**src/design/kalman_filter_2state_step_defines.svh**
```systemverilog
// Assertion macros for the two-state Kalman filter step.
`ifndef KALMAN_FILTER_2STATE_STEP_DEFINES_SVH
`define KALMAN_FILTER_2STATE_STEP_DEFINES_SVH

// Plain invariant, checked at every rising clock edge outside reset.
`define KFS_ASSERT(name, cond, msg) \
   name: assert property (@(posedge clock) disable iff (reset) (cond)) else $error(msg);

// Condition in this cycle implies consequence in the next cycle.
`define KFS_ASSERT_NEXT(name, ante, cons, msg) \
   name: assert property (@(posedge clock) disable iff (reset) (ante) |=> (cons)) \
      else $error(msg);

`endif

```
**src/design/kfs_pkg.sv**
```systemverilog
package kfs_pkg;

   localparam int WordBits = 32;
   localparam int FracBits = 16;
   localparam int PcBits   = 7;

   localparam logic [WordBits-1:0] UnityReset   = 32'd65536;
   localparam logic [WordBits-2:0] InitVarReset = 31'd6553600;

   typedef struct packed {
      logic signed [WordBits-1:0] measurement;
      logic signed [WordBits-1:0] motion_pos;
      logic signed [WordBits-1:0] motion_vel;
      logic                       restart;
   } req_data_type;

   typedef struct packed {
      logic signed [WordBits-1:0] est_pos;
      logic signed [WordBits-1:0] est_vel;
      logic signed [WordBits-1:0] var_00;
      logic signed [WordBits-1:0] var_01;
      logic signed [WordBits-1:0] var_10;
      logic signed [WordBits-1:0] var_11;
      logic                       update_skipped;
      logic                       saturated;
   } rsp_data_type;

   typedef enum logic [2:0] {
      CSR_TRANS_00 = 3'd0,
      CSR_TRANS_01 = 3'd1,
      CSR_TRANS_10 = 3'd2,
      CSR_TRANS_11 = 3'd3,
      CSR_OBS_0    = 3'd4,
      CSR_OBS_1    = 3'd5,
      CSR_MEAS_VAR = 3'd6,
      CSR_INIT_VAR = 3'd7
   } csr_idx_type;

   typedef enum logic [2:0] {
      ST_IDLE,
      ST_READ,
      ST_EXEC,
      ST_FIN,
      ST_DIVW,
      ST_OUT
   } state_type;

   typedef enum logic [2:0] {
      OP_MUL,
      OP_ADD,
      OP_SUB,
      OP_DIV,
      OP_BLE,
      OP_END
   } op_type;

   // Operand codes: below 16 are scratch entries, 16 and above are named sources.
   typedef enum logic [5:0] {
      OPD_T0   = 6'd0,
      OPD_T1   = 6'd1,
      OPD_TY   = 6'd2,
      OPD_TB0  = 6'd3,
      OPD_TB1  = 6'd4,
      OPD_TA0  = 6'd5,
      OPD_TA1  = 6'd6,
      OPD_TS   = 6'd7,
      OPD_TK0  = 6'd8,
      OPD_TK1  = 6'd9,
      OPD_TX0  = 6'd10,
      OPD_TM00 = 6'd11,
      OPD_TM01 = 6'd12,
      OPD_TM10 = 6'd13,
      OPD_TM11 = 6'd14,
      OPD_POS  = 6'd16,
      OPD_VEL  = 6'd17,
      OPD_PA   = 6'd18,
      OPD_PB   = 6'd19,
      OPD_PC   = 6'd20,
      OPD_PD   = 6'd21,
      OPD_F00  = 6'd22,
      OPD_F01  = 6'd23,
      OPD_F10  = 6'd24,
      OPD_F11  = 6'd25,
      OPD_H0   = 6'd26,
      OPD_H1   = 6'd27,
      OPD_RV   = 6'd28,
      OPD_Z    = 6'd29,
      OPD_U0   = 6'd30,
      OPD_U1   = 6'd31,
      OPD_ZERO = 6'd32
   } opnd_type;

   typedef struct packed {
      op_type   op;
      opnd_type dst;
      opnd_type src_a;
      opnd_type src_b;
   } uop_type;

   localparam logic [PcBits-1:0] PcPred = 7'd35;
   localparam logic [PcBits-1:0] PcEnd  = 7'd68;

   function automatic uop_type uop(input op_type op, input opnd_type dst,
                                   input opnd_type a, input opnd_type b);
      uop_type u;
      u.op    = op;
      u.dst   = dst;
      u.src_a = a;
      u.src_b = b;
      return u;
   endfunction

   // Microprogram: update then prediction.
   function automatic uop_type ucode(input logic [PcBits-1:0] pc);
      uop_type u;
      case (pc)
         7'd0:  u = uop(OP_MUL, OPD_T0,   OPD_H0,   OPD_POS);
         7'd1:  u = uop(OP_MUL, OPD_T1,   OPD_H1,   OPD_VEL);
         7'd2:  u = uop(OP_ADD, OPD_T0,   OPD_T0,   OPD_T1);
         7'd3:  u = uop(OP_SUB, OPD_TY,   OPD_Z,    OPD_T0);
         7'd4:  u = uop(OP_MUL, OPD_T0,   OPD_H0,   OPD_PA);
         7'd5:  u = uop(OP_MUL, OPD_T1,   OPD_H1,   OPD_PC);
         7'd6:  u = uop(OP_ADD, OPD_TB0,  OPD_T0,   OPD_T1);
         7'd7:  u = uop(OP_MUL, OPD_T0,   OPD_H0,   OPD_PB);
         7'd8:  u = uop(OP_MUL, OPD_T1,   OPD_H1,   OPD_PD);
         7'd9:  u = uop(OP_ADD, OPD_TB1,  OPD_T0,   OPD_T1);
         7'd10: u = uop(OP_MUL, OPD_T0,   OPD_PA,   OPD_H0);
         7'd11: u = uop(OP_MUL, OPD_T1,   OPD_PB,   OPD_H1);
         7'd12: u = uop(OP_ADD, OPD_TA0,  OPD_T0,   OPD_T1);
         7'd13: u = uop(OP_MUL, OPD_T0,   OPD_PC,   OPD_H0);
         7'd14: u = uop(OP_MUL, OPD_T1,   OPD_PD,   OPD_H1);
         7'd15: u = uop(OP_ADD, OPD_TA1,  OPD_T0,   OPD_T1);
         7'd16: u = uop(OP_MUL, OPD_T0,   OPD_TB0,  OPD_H0);
         7'd17: u = uop(OP_MUL, OPD_T1,   OPD_TB1,  OPD_H1);
         7'd18: u = uop(OP_ADD, OPD_T0,   OPD_T0,   OPD_T1);
         7'd19: u = uop(OP_ADD, OPD_TS,   OPD_T0,   OPD_RV);
         7'd20: u = uop(OP_BLE, OPD_ZERO, OPD_TS,   OPD_ZERO);
         7'd21: u = uop(OP_DIV, OPD_TK0,  OPD_TA0,  OPD_TS);
         7'd22: u = uop(OP_DIV, OPD_TK1,  OPD_TA1,  OPD_TS);
         7'd23: u = uop(OP_MUL, OPD_T0,   OPD_TK0,  OPD_TY);
         7'd24: u = uop(OP_ADD, OPD_POS,  OPD_POS,  OPD_T0);
         7'd25: u = uop(OP_MUL, OPD_T0,   OPD_TK1,  OPD_TY);
         7'd26: u = uop(OP_ADD, OPD_VEL,  OPD_VEL,  OPD_T0);
         7'd27: u = uop(OP_MUL, OPD_T0,   OPD_TK0,  OPD_TB0);
         7'd28: u = uop(OP_SUB, OPD_PA,   OPD_PA,   OPD_T0);
         7'd29: u = uop(OP_MUL, OPD_T0,   OPD_TK0,  OPD_TB1);
         7'd30: u = uop(OP_SUB, OPD_PB,   OPD_PB,   OPD_T0);
         7'd31: u = uop(OP_MUL, OPD_T0,   OPD_TK1,  OPD_TB0);
         7'd32: u = uop(OP_SUB, OPD_PC,   OPD_PC,   OPD_T0);
         7'd33: u = uop(OP_MUL, OPD_T0,   OPD_TK1,  OPD_TB1);
         7'd34: u = uop(OP_SUB, OPD_PD,   OPD_PD,   OPD_T0);
         7'd35: u = uop(OP_MUL, OPD_T0,   OPD_F00,  OPD_POS);
         7'd36: u = uop(OP_MUL, OPD_T1,   OPD_F01,  OPD_VEL);
         7'd37: u = uop(OP_ADD, OPD_T0,   OPD_T0,   OPD_T1);
         7'd38: u = uop(OP_ADD, OPD_TX0,  OPD_T0,   OPD_U0);
         7'd39: u = uop(OP_MUL, OPD_T0,   OPD_F10,  OPD_POS);
         7'd40: u = uop(OP_MUL, OPD_T1,   OPD_F11,  OPD_VEL);
         7'd41: u = uop(OP_ADD, OPD_T0,   OPD_T0,   OPD_T1);
         7'd42: u = uop(OP_ADD, OPD_VEL,  OPD_T0,   OPD_U1);
         7'd43: u = uop(OP_ADD, OPD_POS,  OPD_TX0,  OPD_ZERO);
         7'd44: u = uop(OP_MUL, OPD_T0,   OPD_F00,  OPD_PA);
         7'd45: u = uop(OP_MUL, OPD_T1,   OPD_F01,  OPD_PC);
         7'd46: u = uop(OP_ADD, OPD_TM00, OPD_T0,   OPD_T1);
         7'd47: u = uop(OP_MUL, OPD_T0,   OPD_F00,  OPD_PB);
         7'd48: u = uop(OP_MUL, OPD_T1,   OPD_F01,  OPD_PD);
         7'd49: u = uop(OP_ADD, OPD_TM01, OPD_T0,   OPD_T1);
         7'd50: u = uop(OP_MUL, OPD_T0,   OPD_F10,  OPD_PA);
         7'd51: u = uop(OP_MUL, OPD_T1,   OPD_F11,  OPD_PC);
         7'd52: u = uop(OP_ADD, OPD_TM10, OPD_T0,   OPD_T1);
         7'd53: u = uop(OP_MUL, OPD_T0,   OPD_F10,  OPD_PB);
         7'd54: u = uop(OP_MUL, OPD_T1,   OPD_F11,  OPD_PD);
         7'd55: u = uop(OP_ADD, OPD_TM11, OPD_T0,   OPD_T1);
         7'd56: u = uop(OP_MUL, OPD_T0,   OPD_TM00, OPD_F00);
         7'd57: u = uop(OP_MUL, OPD_T1,   OPD_TM01, OPD_F01);
         7'd58: u = uop(OP_ADD, OPD_PA,   OPD_T0,   OPD_T1);
         7'd59: u = uop(OP_MUL, OPD_T0,   OPD_TM00, OPD_F10);
         7'd60: u = uop(OP_MUL, OPD_T1,   OPD_TM01, OPD_F11);
         7'd61: u = uop(OP_ADD, OPD_PB,   OPD_T0,   OPD_T1);
         7'd62: u = uop(OP_MUL, OPD_T0,   OPD_TM10, OPD_F00);
         7'd63: u = uop(OP_MUL, OPD_T1,   OPD_TM11, OPD_F01);
         7'd64: u = uop(OP_ADD, OPD_PC,   OPD_T0,   OPD_T1);
         7'd65: u = uop(OP_MUL, OPD_T0,   OPD_TM10, OPD_F10);
         7'd66: u = uop(OP_MUL, OPD_T1,   OPD_TM11, OPD_F11);
         7'd67: u = uop(OP_ADD, OPD_PD,   OPD_T0,   OPD_T1);
         default: u = uop(OP_END, OPD_ZERO, OPD_ZERO, OPD_ZERO);
      endcase
      return u;
   endfunction

endpackage

```
**src/design/kfs_mul.sv**
```systemverilog
// Fixed-point multiply: magnitude product registered, then round half away
// from zero, drop fraction bits and clip to the word range.
module kfs_mul (
   input  logic                                 clock,
   input  logic                                 load,
   input  logic signed [kfs_pkg::WordBits-1:0]  opa,
   input  logic signed [kfs_pkg::WordBits-1:0]  opb,
   output logic signed [kfs_pkg::WordBits-1:0]  result,
   output logic                                 sat
);
   import kfs_pkg::*;

   localparam int ProdBits = 2 * WordBits;
   localparam int QBits    = ProdBits + 1 - FracBits;

   logic [ProdBits-1:0] prod_ff;
   logic                neg_ff;
   logic [WordBits-1:0] mag_a;
   logic [WordBits-1:0] mag_b;
   logic [ProdBits:0]   rnd;
   logic [QBits-1:0]    quo;
   logic [QBits-1:0]    lim;

   assign mag_a = opa[WordBits-1] ? (~opa + 1'b1) : opa;
   assign mag_b = opb[WordBits-1] ? (~opb + 1'b1) : opb;

   always_ff @(posedge clock) begin
      if (load) begin
         prod_ff <= mag_a * mag_b;
         neg_ff  <= opa[WordBits-1] ^ opb[WordBits-1];
      end
   end

   assign rnd = {1'b0, prod_ff} + ((ProdBits+1)'(1) << (FracBits - 1));
   assign quo = rnd[ProdBits:FracBits];
   assign lim = neg_ff ? (QBits'(1) << (WordBits - 1)) : ((QBits'(1) << (WordBits - 1)) - 1'b1);

   always_comb begin
      sat = (quo > lim);
      if (sat) begin
         result = neg_ff ? {1'b1, {(WordBits-1){1'b0}}} : {1'b0, {(WordBits-1){1'b1}}};
      end else if (neg_ff) begin
         result = ~quo[WordBits-1:0] + 1'b1;
      end else begin
         result = quo[WordBits-1:0];
      end
   end

endmodule

```
**config.mk**
```make
export PLATFORM = sky130hd
export DESIGN_NAME = kfs_mul
export DESIGN_NICKNAME = d
export VERILOG_FILES = /design/src/design/kalman_filter_2state_step_defines.svh /design/src/design/kfs_pkg.sv /design/src/design/kfs_mul.sv
export SDC_FILE = /design/constraint.sdc
export NUM_CORES = 2
export LEC_CHECK = 0
export BUFFER_PORTS_ARGS = -buffer_cell sky130_fd_sc_hd__buf_2
export CORE_MARGIN = 3
export CORE_UTILIZATION = 30
export CTS_BUF_LIST = sky130_fd_sc_hd__clkbuf_4 sky130_fd_sc_hd__clkbuf_8
export DETAILED_ROUTE_END_ITERATION = 7
export RECOVER_POWER = 50
export SLEW_MARGIN = 10
export SYNTH_ARGS = -nofsm -noshare
export SYNTH_HDL_FRONTEND = slang
export SYNTH_SLANG_ARGS = --single-unit
```
**constraint.sdc**
```tcl
create_clock -name clock -period 12.05 [get_ports clock]
set_clock_uncertainty 0.15 [all_clocks]
set_input_delay 0.6025 -clock clock [delete_from_list [all_inputs] [get_ports clock]]
set_output_delay 0.6025 -clock clock [all_outputs]
set_load 0.01 [all_outputs]
```
==> metrics.yaml <==
run_status:
  run_status: "finished with violations"
  violations: "capacitance limit, slew limit"
cts:
  cts_tree: "built"
  tritoncts.num_buffers: 5
  cts.path.max_buffers: 2
  cts_hold_buffers: 0
  post_cts.repair.setup_buffers: 0
  clock_tree.root_cell: "sky130_fd_sc_hd__clkbuf_8"
  cts_resized: 0
  clkSinkCount: 50
  cts.htree.levels: 2
  clkTransAtPathRegs_ns: 0.09
routing:
  drt-total-wl_mm: 126.4
  first_pass_iters: 6
  detail-route-antenna-nets: 0
  vias: 30450
  post_drt_wl_per_cell_um: 20.85
  drc: 0
  via_per_inst: 5.021
  drt_iter0_drc: 2451
timing:
  maxSlewViolCount: 87
  clock.fmax_mhz: 89.48
  fin_crit_ns: 11.18
  worstMarginPinSlew_ns: 2.688
  timing.max_slew.rel_slack_pct: -79.18
  setup-violations-final: 0
  final.setup.tns_ns: 0
  final_hold_viol_count: 0
  rsz0062_at_grt: "no"
  timing.final.crit_share_pct: 92.75
worst_setup_path:
  cp_top_family: "adder cells"
  critPathRequiredTime_ns: 11.95
  critical_path_peak_fanout: 9
  worst-path-stages: 30
  startpoint: "opb[2]"
  cp_slowest_stage_delay_ns: 0.60
  crit_arrival_ns: 11.08
  critical_path.slowest_cell: "sky130_fd_sc_hd__fa_1"
  worstSetupEndpoint: "prod_ff[62]"
  most_frequent_cell_on_the_critical_path: "sky130_fd_sc_hd__fa_1"
  worst_setup_path_start_kind: "input pin"
  crit_end_category: "register"
  crit_type: "in -> reg"
  cp_num_buf_inv: 3
global_route:
  first_global_vias: 31770
  grt_max_degree: 80
  overflow: 0
  global_routing_usage_summed_across_all_routing_layers_pct: 19.41
  grt_util_met3_pct: 3.271
  number_of_antenna_violations_at_the_first_check_in_global_routing: 9
  grtUsageMet1_pct: 24.79
  gr-max-usage-layer: "met2"
  grt_first_pass_wirelength_mm: 193.2
  global_route.usage.met2_pct: 32.19
floorplan:
  initial_utilization_pct: 30.35
  die_h_um: 360.4
  ioPinCount: 99
  die_area_um2: 129900
  die_x_um: 360.4
  design.core.area_um2: 124100
  num_rows: 129
yosys:
  synthesis.area_um2: 37680
  synth_warnings: 0
  async_set_or_reset_flop_fraction_in_the_synthesized_netlist_pct: 0
  syn-instance-count: 4379
  sequential_to_total_area_share_from_yosys_stat_pct: 3.985
  synth-edff-count: 50
  synth_area_per_cell_um2: 8.604
  synthesized_flop_and_latch_total: 50
  dominantRegCellSynth: "sky130_fd_sc_hd__edfxtp_1"
  ys_types: 77
  syn_nets: 5636
layout:
  final_core_util_pct: 32.90
  synthesis_to_layout_area_growth_pct: 8.372
  drive_above_1_share_pct: 6.600
  fin_nets: 5681
flow_run:
  max_cap_violations: 2
place:
  dp_hpwl_mm: 107.8
  port-buffer-count: 98
  gp_congestion: 0.9189
worst_hold_path:
  hold_path.class: "in -> reg"
==> through the flow <==
| step | hold slack (ns) | setup slack (ns) | instance area, µm² | cells |
|---|---|---|---|---|
| CTS | 0.9425 | 0.8925 | 40860 | 6061 |
| floorplan | 0.5650 | 1.570 | 37680 | 4379 |
| global route | 1.063 | 0.3952 | 40830 | 6063 |
| finish | 1.091 | 0.8741 | 40830 | 6064 |
| global placement | 1.262 | 0.8245 | 40760 | 6054 |
| detailed placement | 1.267 | 0.6471 | 40760 | 6054 |
==> state kept, by name, indices dropped and copies added, names as in the netlist <==
signal,flops
neg_ff,1
prod_ff,49
==> cells by family (layout without fill, tap and decap cells) <==
kind of cell | Yosys count | count (layout) | synth area share [%]
AO/OA/AOI/OAI | 352 | 352 | 6.077
XOR/XNOR | 196 | 196 | 4.616
adder cells (fa/ha/maj) | 1191 | 1191 | 57.39
buffers and inverters | 1130 | 1175 | 11.38
flip-flops | 50 | 50 | 3.985
multiplexers | 9 | 9 | 0.2424
other | 0 | 3 | 0
AND/OR/NAND/NOR | 1451 | 1451 | 16.31
==> synth_stat cells (all sizes together), types with 12 or more instances <==
cell type	number	area share (%)
a21o	53	1.1
a21oi	101	1.3
a31oi	14	0.23
and2	24	0.40
and3	23	0.38
buf	18	0.30
clkbuf	184	1.8
edfxtp	50	4.0
fa	895	48
ha	296	9.8
inv	928	9.2
nand2	572	5.7
nand2b	12	0.24
nand3	36	0.48
nand4	46	0.76
nor2	612	6.1
nor3	37	0.50
nor4	20	0.38
o21ai	75	1.0
o31ai	20	0.41
or3	15	0.26
xnor2	110	2.6
xor2	86	2.1
==> layout make-up <==
| class | instances | area (µm²) |
|---|---|---|
| antenna | 3 | 7.507 |
| sequential | 50 | 1501 |
| inverter | 928 | 3483 |
| timing repair buffer | 240 | 1536 |
| tap | 1637 | 2048 |
| fill | 12950 | 83290 |
| multi-input combinational | 3199 | 32150 |
| clock inverter | 2 | 33.78 |
| clock buffer | 5 | 68.82 |
==> worst min path at each step <==
stage                       start  slack, ns  cells past startpoint     endpoint
after floorplan              load       0.56                      0       neg_ff
after global placement       load       1.26                      1  prod_ff[51]
after detailed placement     load       1.27                      1  prod_ff[52]
after CTS                    load       0.94                      1  prod_ff[52]
after global routing      opa[31]       1.06                      3       neg_ff
final                     opa[31]       1.09                      3       neg_ff
==> cells in the final DEF (no fill, tap or decap), drive strengths merged, types with 12 or more instances in the layout <==
master and n:
a21o 53, a21oi 101, a31oi 14, and2 24
and3 23, buf 226, clkbuf 19, edfxtp 50
fa 895, ha 296, inv 928, nand2 572
nand2b 12, nand3 36, nand4 46, nor2 612
nor3 37, nor4 20, o21ai 75, o31ai 20
or3 15, xnor2 110, xor2 86
==> routing by layer <==
layer	wire length, µm	vias to the layer above
li1	-	13280
met1	49530	15580
met2	59470	1282
met3	10210	306
met4	7214	0
met5	0	-
Power is left out: the tool's default activity adds up to more than one toggle a clock period on the data nets, which glitch-free logic cannot reach.
