### config.mk
export PLATFORM = sky130hd
export DESIGN_NAME = kfs_div
export DESIGN_NICKNAME = d
export VERILOG_FILES = /design/src/design/kalman_filter_2state_step_defines.svh /design/src/design/kfs_pkg.sv /design/src/design/kfs_div.sv
export SDC_FILE = /design/constraint.sdc
export NUM_CORES = 1
export LEC_CHECK = 0
export ABC_AREA = 1
export BUFFER_PORTS_ARGS = -buffer_cell sky130_fd_sc_hd__buf_4
export CAP_MARGIN = 20
export CORE_ASPECT_RATIO = 0.7
export CORE_MARGIN = 5
export CORE_UTILIZATION = 61
export CTS_BUF_LIST = sky130_fd_sc_hd__clkbuf_16
export CTS_CLUSTER_SIZE = 25
export DETAILED_ROUTE_END_ITERATION = 12
export PLACE_DENSITY = 0.82
export SLEW_MARGIN = 20
export SYNTH_ARGS = -nofsm -noshare
export SYNTH_HDL_FRONTEND = slang
export SYNTH_SLANG_ARGS = --single-unit
### constraint.sdc
create_clock -name clock -period 3.15 [get_ports clock]
set_input_delay 0.1575 -clock clock [delete_from_list [all_inputs] [get_ports clock]]
set_output_delay 0.1575 -clock clock [all_outputs]
set_load 0.005 [all_outputs]
### src/design/kalman_filter_2state_step_defines.svh
// Assertion macros for the two-state Kalman filter step.
`ifndef KALMAN_FILTER_2STATE_STEP_DEFINES_SVH
`define KALMAN_FILTER_2STATE_STEP_DEFINES_SVH

// Plain invariant, checked at every rising clock edge outside reset.
`define KFS_ASSERT(name, cond, msg) \
   name: assert property (@(posedge clock) disable iff (reset) (cond)) else $error(msg);

// Condition in this cycle implies consequence in the next cycle.
`define KFS_ASSERT_NEXT(name, ante, cons, msg) \
   name: assert property (@(posedge clock) disable iff (reset) (ante) |=> (cons)) \
      else $error(msg);

`endif

### src/design/kfs_pkg.sv
package kfs_pkg;

   localparam int WordBits = 32;
   localparam int FracBits = 16;
   localparam int PcBits   = 7;

   localparam logic [WordBits-1:0] UnityReset   = 32'd65536;
   localparam logic [WordBits-2:0] InitVarReset = 31'd6553600;

   typedef struct packed {
      logic signed [WordBits-1:0] measurement;
      logic signed [WordBits-1:0] motion_pos;
      logic signed [WordBits-1:0] motion_vel;
      logic                       restart;
   } req_data_type;

   typedef struct packed {
      logic signed [WordBits-1:0] est_pos;
      logic signed [WordBits-1:0] est_vel;
      logic signed [WordBits-1:0] var_00;
      logic signed [WordBits-1:0] var_01;
      logic signed [WordBits-1:0] var_10;
      logic signed [WordBits-1:0] var_11;
      logic                       update_skipped;
      logic                       saturated;
   } rsp_data_type;

   typedef enum logic [2:0] {
      CSR_TRANS_00 = 3'd0,
      CSR_TRANS_01 = 3'd1,
      CSR_TRANS_10 = 3'd2,
      CSR_TRANS_11 = 3'd3,
      CSR_OBS_0    = 3'd4,
      CSR_OBS_1    = 3'd5,
      CSR_MEAS_VAR = 3'd6,
      CSR_INIT_VAR = 3'd7
   } csr_idx_type;

   typedef enum logic [2:0] {
      ST_IDLE,
      ST_READ,
      ST_EXEC,
      ST_FIN,
      ST_DIVW,
      ST_OUT
   } state_type;

   typedef enum logic [2:0] {
      OP_MUL,
      OP_ADD,
      OP_SUB,
      OP_DIV,
      OP_BLE,
      OP_END
   } op_type;

   // Operand codes: below 16 are scratch entries, 16 and above are named sources.
   typedef enum logic [5:0] {
      OPD_T0   = 6'd0,
      OPD_T1   = 6'd1,
      OPD_TY   = 6'd2,
      OPD_TB0  = 6'd3,
      OPD_TB1  = 6'd4,
      OPD_TA0  = 6'd5,
      OPD_TA1  = 6'd6,
      OPD_TS   = 6'd7,
      OPD_TK0  = 6'd8,
      OPD_TK1  = 6'd9,
      OPD_TX0  = 6'd10,
      OPD_TM00 = 6'd11,
      OPD_TM01 = 6'd12,
      OPD_TM10 = 6'd13,
      OPD_TM11 = 6'd14,
      OPD_POS  = 6'd16,
      OPD_VEL  = 6'd17,
      OPD_PA   = 6'd18,
      OPD_PB   = 6'd19,
      OPD_PC   = 6'd20,
      OPD_PD   = 6'd21,
      OPD_F00  = 6'd22,
      OPD_F01  = 6'd23,
      OPD_F10  = 6'd24,
      OPD_F11  = 6'd25,
      OPD_H0   = 6'd26,
      OPD_H1   = 6'd27,
      OPD_RV   = 6'd28,
      OPD_Z    = 6'd29,
      OPD_U0   = 6'd30,
      OPD_U1   = 6'd31,
      OPD_ZERO = 6'd32
   } opnd_type;

   typedef struct packed {
      op_type   op;
      opnd_type dst;
      opnd_type src_a;
      opnd_type src_b;
   } uop_type;

   localparam logic [PcBits-1:0] PcPred = 7'd35;
   localparam logic [PcBits-1:0] PcEnd  = 7'd68;

   function automatic uop_type uop(input op_type op, input opnd_type dst,
                                   input opnd_type a, input opnd_type b);
      uop_type u;
      u.op    = op;
      u.dst   = dst;
      u.src_a = a;
      u.src_b = b;
      return u;
   endfunction

   // Microprogram: update then prediction.
   function automatic uop_type ucode(input logic [PcBits-1:0] pc);
      uop_type u;
      case (pc)
         7'd0:  u = uop(OP_MUL, OPD_T0,   OPD_H0,   OPD_POS);
         7'd1:  u = uop(OP_MUL, OPD_T1,   OPD_H1,   OPD_VEL);
         7'd2:  u = uop(OP_ADD, OPD_T0,   OPD_T0,   OPD_T1);
         7'd3:  u = uop(OP_SUB, OPD_TY,   OPD_Z,    OPD_T0);
         7'd4:  u = uop(OP_MUL, OPD_T0,   OPD_H0,   OPD_PA);
         7'd5:  u = uop(OP_MUL, OPD_T1,   OPD_H1,   OPD_PC);
         7'd6:  u = uop(OP_ADD, OPD_TB0,  OPD_T0,   OPD_T1);
         7'd7:  u = uop(OP_MUL, OPD_T0,   OPD_H0,   OPD_PB);
         7'd8:  u = uop(OP_MUL, OPD_T1,   OPD_H1,   OPD_PD);
         7'd9:  u = uop(OP_ADD, OPD_TB1,  OPD_T0,   OPD_T1);
         7'd10: u = uop(OP_MUL, OPD_T0,   OPD_PA,   OPD_H0);
         7'd11: u = uop(OP_MUL, OPD_T1,   OPD_PB,   OPD_H1);
         7'd12: u = uop(OP_ADD, OPD_TA0,  OPD_T0,   OPD_T1);
         7'd13: u = uop(OP_MUL, OPD_T0,   OPD_PC,   OPD_H0);
         7'd14: u = uop(OP_MUL, OPD_T1,   OPD_PD,   OPD_H1);
         7'd15: u = uop(OP_ADD, OPD_TA1,  OPD_T0,   OPD_T1);
         7'd16: u = uop(OP_MUL, OPD_T0,   OPD_TB0,  OPD_H0);
         7'd17: u = uop(OP_MUL, OPD_T1,   OPD_TB1,  OPD_H1);
         7'd18: u = uop(OP_ADD, OPD_T0,   OPD_T0,   OPD_T1);
         7'd19: u = uop(OP_ADD, OPD_TS,   OPD_T0,   OPD_RV);
         7'd20: u = uop(OP_BLE, OPD_ZERO, OPD_TS,   OPD_ZERO);
         7'd21: u = uop(OP_DIV, OPD_TK0,  OPD_TA0,  OPD_TS);
         7'd22: u = uop(OP_DIV, OPD_TK1,  OPD_TA1,  OPD_TS);
         7'd23: u = uop(OP_MUL, OPD_T0,   OPD_TK0,  OPD_TY);
         7'd24: u = uop(OP_ADD, OPD_POS,  OPD_POS,  OPD_T0);
         7'd25: u = uop(OP_MUL, OPD_T0,   OPD_TK1,  OPD_TY);
         7'd26: u = uop(OP_ADD, OPD_VEL,  OPD_VEL,  OPD_T0);
         7'd27: u = uop(OP_MUL, OPD_T0,   OPD_TK0,  OPD_TB0);
         7'd28: u = uop(OP_SUB, OPD_PA,   OPD_PA,   OPD_T0);
         7'd29: u = uop(OP_MUL, OPD_T0,   OPD_TK0,  OPD_TB1);
         7'd30: u = uop(OP_SUB, OPD_PB,   OPD_PB,   OPD_T0);
         7'd31: u = uop(OP_MUL, OPD_T0,   OPD_TK1,  OPD_TB0);
         7'd32: u = uop(OP_SUB, OPD_PC,   OPD_PC,   OPD_T0);
         7'd33: u = uop(OP_MUL, OPD_T0,   OPD_TK1,  OPD_TB1);
         7'd34: u = uop(OP_SUB, OPD_PD,   OPD_PD,   OPD_T0);
         7'd35: u = uop(OP_MUL, OPD_T0,   OPD_F00,  OPD_POS);
         7'd36: u = uop(OP_MUL, OPD_T1,   OPD_F01,  OPD_VEL);
         7'd37: u = uop(OP_ADD, OPD_T0,   OPD_T0,   OPD_T1);
         7'd38: u = uop(OP_ADD, OPD_TX0,  OPD_T0,   OPD_U0);
         7'd39: u = uop(OP_MUL, OPD_T0,   OPD_F10,  OPD_POS);
         7'd40: u = uop(OP_MUL, OPD_T1,   OPD_F11,  OPD_VEL);
         7'd41: u = uop(OP_ADD, OPD_T0,   OPD_T0,   OPD_T1);
         7'd42: u = uop(OP_ADD, OPD_VEL,  OPD_T0,   OPD_U1);
         7'd43: u = uop(OP_ADD, OPD_POS,  OPD_TX0,  OPD_ZERO);
         7'd44: u = uop(OP_MUL, OPD_T0,   OPD_F00,  OPD_PA);
         7'd45: u = uop(OP_MUL, OPD_T1,   OPD_F01,  OPD_PC);
         7'd46: u = uop(OP_ADD, OPD_TM00, OPD_T0,   OPD_T1);
         7'd47: u = uop(OP_MUL, OPD_T0,   OPD_F00,  OPD_PB);
         7'd48: u = uop(OP_MUL, OPD_T1,   OPD_F01,  OPD_PD);
         7'd49: u = uop(OP_ADD, OPD_TM01, OPD_T0,   OPD_T1);
         7'd50: u = uop(OP_MUL, OPD_T0,   OPD_F10,  OPD_PA);
         7'd51: u = uop(OP_MUL, OPD_T1,   OPD_F11,  OPD_PC);
         7'd52: u = uop(OP_ADD, OPD_TM10, OPD_T0,   OPD_T1);
         7'd53: u = uop(OP_MUL, OPD_T0,   OPD_F10,  OPD_PB);
         7'd54: u = uop(OP_MUL, OPD_T1,   OPD_F11,  OPD_PD);
         7'd55: u = uop(OP_ADD, OPD_TM11, OPD_T0,   OPD_T1);
         7'd56: u = uop(OP_MUL, OPD_T0,   OPD_TM00, OPD_F00);
         7'd57: u = uop(OP_MUL, OPD_T1,   OPD_TM01, OPD_F01);
         7'd58: u = uop(OP_ADD, OPD_PA,   OPD_T0,   OPD_T1);
         7'd59: u = uop(OP_MUL, OPD_T0,   OPD_TM00, OPD_F10);
         7'd60: u = uop(OP_MUL, OPD_T1,   OPD_TM01, OPD_F11);
         7'd61: u = uop(OP_ADD, OPD_PB,   OPD_T0,   OPD_T1);
         7'd62: u = uop(OP_MUL, OPD_T0,   OPD_TM10, OPD_F00);
         7'd63: u = uop(OP_MUL, OPD_T1,   OPD_TM11, OPD_F01);
         7'd64: u = uop(OP_ADD, OPD_PC,   OPD_T0,   OPD_T1);
         7'd65: u = uop(OP_MUL, OPD_T0,   OPD_TM10, OPD_F10);
         7'd66: u = uop(OP_MUL, OPD_T1,   OPD_TM11, OPD_F11);
         7'd67: u = uop(OP_ADD, OPD_PD,   OPD_T0,   OPD_T1);
         default: u = uop(OP_END, OPD_ZERO, OPD_ZERO, OPD_ZERO);
      endcase
      return u;
   endfunction

endpackage

### src/design/kfs_div.sv
// Fixed-point divide, one quotient bit per cycle, restoring.
// Divisor is positive; quotient truncates toward zero and clips.
module kfs_div (
   input  logic                                 clock,
   input  logic                                 reset,
   input  logic                                 start,
   input  logic signed [kfs_pkg::WordBits-1:0]  num,
   input  logic signed [kfs_pkg::WordBits-1:0]  den,
   output logic                                 done,
   output logic signed [kfs_pkg::WordBits-1:0]  result,
   output logic                                 sat
);
   import kfs_pkg::*;

   localparam int DvBits  = WordBits + FracBits;
   localparam int CntBits = $clog2(DvBits + 1);

   logic [DvBits-1:0]   qd_ff;
   logic [WordBits-1:0] rem_ff;
   logic [WordBits-1:0] den_ff;
   logic                neg_ff;
   logic [CntBits-1:0]  cnt_ff;
   logic                busy_ff;
   logic                done_ff;
   logic [WordBits:0]   rem_sh;
   logic                take;
   logic [WordBits-1:0] mag_n;
   logic [DvBits-1:0]   lim;

   assign mag_n  = num[WordBits-1] ? (~num + 1'b1) : num;
   assign rem_sh = {rem_ff, qd_ff[DvBits-1]};
   assign take   = (rem_sh >= {1'b0, den_ff});

   always_ff @(posedge clock) begin
      if (reset) begin
         busy_ff <= 1'b0;
         done_ff <= 1'b0;
         cnt_ff  <= '0;
      end else begin
         done_ff <= 1'b0;
         if (start) begin
            busy_ff <= 1'b1;
            cnt_ff  <= CntBits'(DvBits);
         end else if (busy_ff) begin
            cnt_ff <= cnt_ff - 1'b1;
            if (cnt_ff == CntBits'(1)) begin
               busy_ff <= 1'b0;
               done_ff <= 1'b1;
            end
         end
      end
   end

   always_ff @(posedge clock) begin
      if (start) begin
         qd_ff  <= {mag_n, {FracBits{1'b0}}};
         rem_ff <= '0;
         den_ff <= den;
         neg_ff <= num[WordBits-1];
      end else if (busy_ff) begin
         qd_ff  <= {qd_ff[DvBits-2:0], take};
         rem_ff <= take ? WordBits'(rem_sh - {1'b0, den_ff}) : rem_sh[WordBits-1:0];
      end
   end

   assign done = done_ff;
   assign lim  = neg_ff ? (DvBits'(1) << (WordBits - 1)) : ((DvBits'(1) << (WordBits - 1)) - 1'b1);

   always_comb begin
      sat = (qd_ff > lim);
      if (sat) begin
         result = neg_ff ? {1'b1, {(WordBits-1){1'b0}}} : {1'b0, {(WordBits-1){1'b1}}};
      end else if (neg_ff) begin
         result = ~qd_ff[WordBits-1:0] + 1'b1;
      end else begin
         result = qd_ff[WordBits-1:0];
      end
   end

endmodule

==> metrics.md <==
| Metric | Value |
|---|---|
| Status | finished clean |
| Leakage power | 6.19 nW |
| Boundary pin count | slightly above 100 |
| Die Ht | approximately 120 um |
| Placed cell count | around 1.8k |
| Synth Net Count | 1674 |
| Die Area | ~0.019 mm2 |
| Syn avg cell area | between 6 and 7 um2 |
| Final std cells w/o fill | approximately 1.9k |
| Final hold viol count | 0 |
| Clock-pin transition on the worst setup and hold timing paths | 0.06 ns |
| Via count of the first global-routing pass | ~9.5k |
| Worst skew pair latency | approximately 0.43 ns |
| Worst Skew | about 0.014 ns |
| Clock sinks | between 100 and 150 |
| DP Area | 0.0110 mm2 |
| Peak fanout along the critical path | 33 |
| Tmin final | 3.01 ns |
| Tot GR Track Use | 0.314 |
| PortBufs | 100 |
| Final setup fails | 0 |
| Pwr dens | about 400 mW/mm2 |
| Worst Tran Pin Value | around 0.76 ns |
| H-tree levels | 4 |
| Max Cap Viol | 0 |
| Period utilisation layout | 0.956 |
| DR DRC count | 0 |
| Worst hold path class | in -> reg |
| CP Capture Type | primary output |
| Required @ worst endpoint | ~3 ns |
| Final ANT Viol Nets | 0 |
| Total gr overflow | 0 |
| Maximum root-to-sink buffer count | 2 |
| First-pass GRT wire length | about 48000 um |
| Synthesized instance count | 1538 |
| Yosys Warn Count | 0 |
| Nets@finish | 1805 |
| Die width | around 160 um |
| Most common cell after layout, fill and taps aside | nand2_1 |
| WL/cell | ~16 um |
| DR vias/cell | approximately 5.5 |
| CORE AREA | roughly 0.016 mm2 |
| Final wirelength | approximately 30000 um |
| Dpl hpwl | approximately 22000 um |
| Layout cells sized above 1 | 0.112 |
| RePlAce Congestion | roughly 1.0 |
| Number of buffers created by CTS | 17 |
| Via Count | 10.4k |
| Yosys reg bits | approximately 120 |
| CTS tree | done |
| Row count | 39 |
| Maximum vdd drop | 0.000503 V |
| Critical path arrival | about 2.9 ns |
| Hold WS | approximately 0.085 ns |
| Filler cell count | about 1.4k |
| Final Max Slew Viols | 0 |
| # diodes | 0 |
| Fin util | 0.738 |
| Proportion of synthesized chip area in sequential cells | 0.307 |
| Iteration-0 DRC Markers | roughly 1.3k |
| 1st-pass router iterations | 5 |
| Starting Density | 0.618 |
| CTS Root Cell | clkbuf_16 |
| Largest net degree at the start of global routing | a little under 50 |
| Initial antenna violation count | 0 |
| Unique cell type count in the Yosys netlist | 45 |
| Syn-to-layout area delta | 19.5% |
| Crit Path Class | reg -> out |
| Worst slew margin | 0.491 |
| Synthesized cell area | 0.0100 mm2 |
| Setup crit start kind | flip-flop |
| Post-layout instance area | roughly 0.012 mm2 |
| FMAX | roughly 0.33 GHz |
| Most frequent cells in the layout | 516 x nand2_1, 255 x inv_1, 114 x buf_4, 113 x nand3_1, 104 x nor2_1 |
## flip-flops by register name, indices dropped and copies added (netlist names)
signal	count
cnt_ff	6
busy_ff	1
qd_ff	48
rem_ff	32
den_ff	32
done	1
neg_ff	1
## stage by stage
step | total power, mW | worst slack, ns | TNS (ns)
detailed placement | 2.64 | 0.146 | 0
global placement | 2.62 | 0.329 | 0
CTS | 4.70 | 0.121 | 0
global route | 4.91 | -0.0446 | -0.466
floorplan | 2.32 | 0.183 | 0
finish | 4.72 | 0.140 | 0
## Yosys cell counts, drive strengths merged
| master | instances | area (um2) |
|---|---|---|
| a21oi | 57 | 289 |
| nor3 | 24 | 130 |
| nand2 | 528 | 2020 |
| o21ai | 71 | 359 |
| o21a | 5 | 37.5 |
| edfxtp | 65 | 1950 |
| buf | 16 | 118 |
| a31oi | 1 | 6.26 |
| or2 | 4 | 25.0 |
| clkbuf | 22 | 82.6 |
| inv | 259 | 972 |
| a21o | 1 | 7.51 |
| xor2 | 26 | 228 |
| and3 | 2 | 12.5 |
| o32ai | 2 | 17.5 |
| dfxtp | 56 | 1120 |
| nand3 | 117 | 606 |
| a211oi | 2 | 15.0 |
| o21bai | 5 | 37.5 |
| nor4 | 5 | 31.3 |
| fa | 1 | 20.0 |
| nand3b | 15 | 113 |
| o22ai | 24 | 150 |
| ha | 68 | 851 |
| and2 | 3 | 18.8 |
| nor2 | 114 | 473 |
| o211ai | 6 | 45.0 |
| nand4 | 20 | 125 |
| xnor2 | 14 | 123 |
| clkinv | 2 | 7.51 |
| nor3b | 3 | 22.5 |
## routing by layer
metal,GRT usage,wire (um)
met5,0,0
met4,0.0525,232
met1,0.491,14400
met2,0.447,11800
met3,0.0732,3170
## cell families (layout without fill, tap and decap cells)
family | after synthesis | count (layout) | synth area share
and+or+nand+nor | 835 | 835 | 0.357
buffers and inverters | 299 | 443 | 0.118
AOI/OAI and AO/OA | 174 | 174 | 0.0964
DFF | 121 | 121 | 0.307
adders and majority gates | 69 | 69 | 0.0870
xor gates and xnor gates | 40 | 40 | 0.0350
## power by group
| part | leakage, nW | internal, mW | switching [mW] |
|---|---|---|---|
| Sequential | 1.11 | 1.76 | 0.0668 |
| Clock | 0.301 | 1.21 | 0.834 |
| Combinational | 4.78 | 0.335 | 0.509 |
| Total | 6.19 | 3.31 | 1.41 |
## what timing repair did
action / CTS / global route
buffers inserted: 2 / 0
endpoints found under the hold margin: 34 / 0
hold buffers: 33 / 0
gates resized for setup: 0 / 7
pin swaps: 0 / 1
endpoints found under the setup margin: 33 / 33
## critical path: stages (launching register included)
cell	delay, ns
edfxtp_1	0.41
buf_4	0.22
buf_4	0.17
ha_1	0.27
nand2_1	0.07
nor2_2	0.14
nand4_1	0.19
nor3_2	0.22
nand2_1	0.07
nand2_1	0.09
nand2_1	0.10
buf_12	0.17
nand2_1	0.07
nand2_1	0.07
buf_4	0.15
## worst paths after layout
path | startpoint | endpoint | slack, ns | cells past startpoint
worst max-delay path | neg_ff$_DFFE_PP_ | result[20] | 0.14 | 14
worst min-delay path | num[29] | qd_ff[45]$_DFFE_PP_ | 0.08 | 3
worst max register to register | qd_ff[47]$_DFFE_PP_ | rem_ff[30]$_SDFFE_PP0P_ | 0.63 | 13
worst min register to register | rem_ff[17]$_SDFFE_PP0P_ | rem_ff[17]$_SDFFE_PP0P_ | 0.47 | 2
## area by class of cell
class	count	area, um2	area share
Timing Repair Buffer	150	1240	0.104
Sequential cell	121	3070	0.257
Clock inverter	13	139	0.0116
Clock buffer	19	475	0.0397
Inverter	261	980	0.0819
Multi-Input combinational cell	1118	5770	0.483
Tap cell	225	282	0.0235
(Power assumes the default switching activity.)
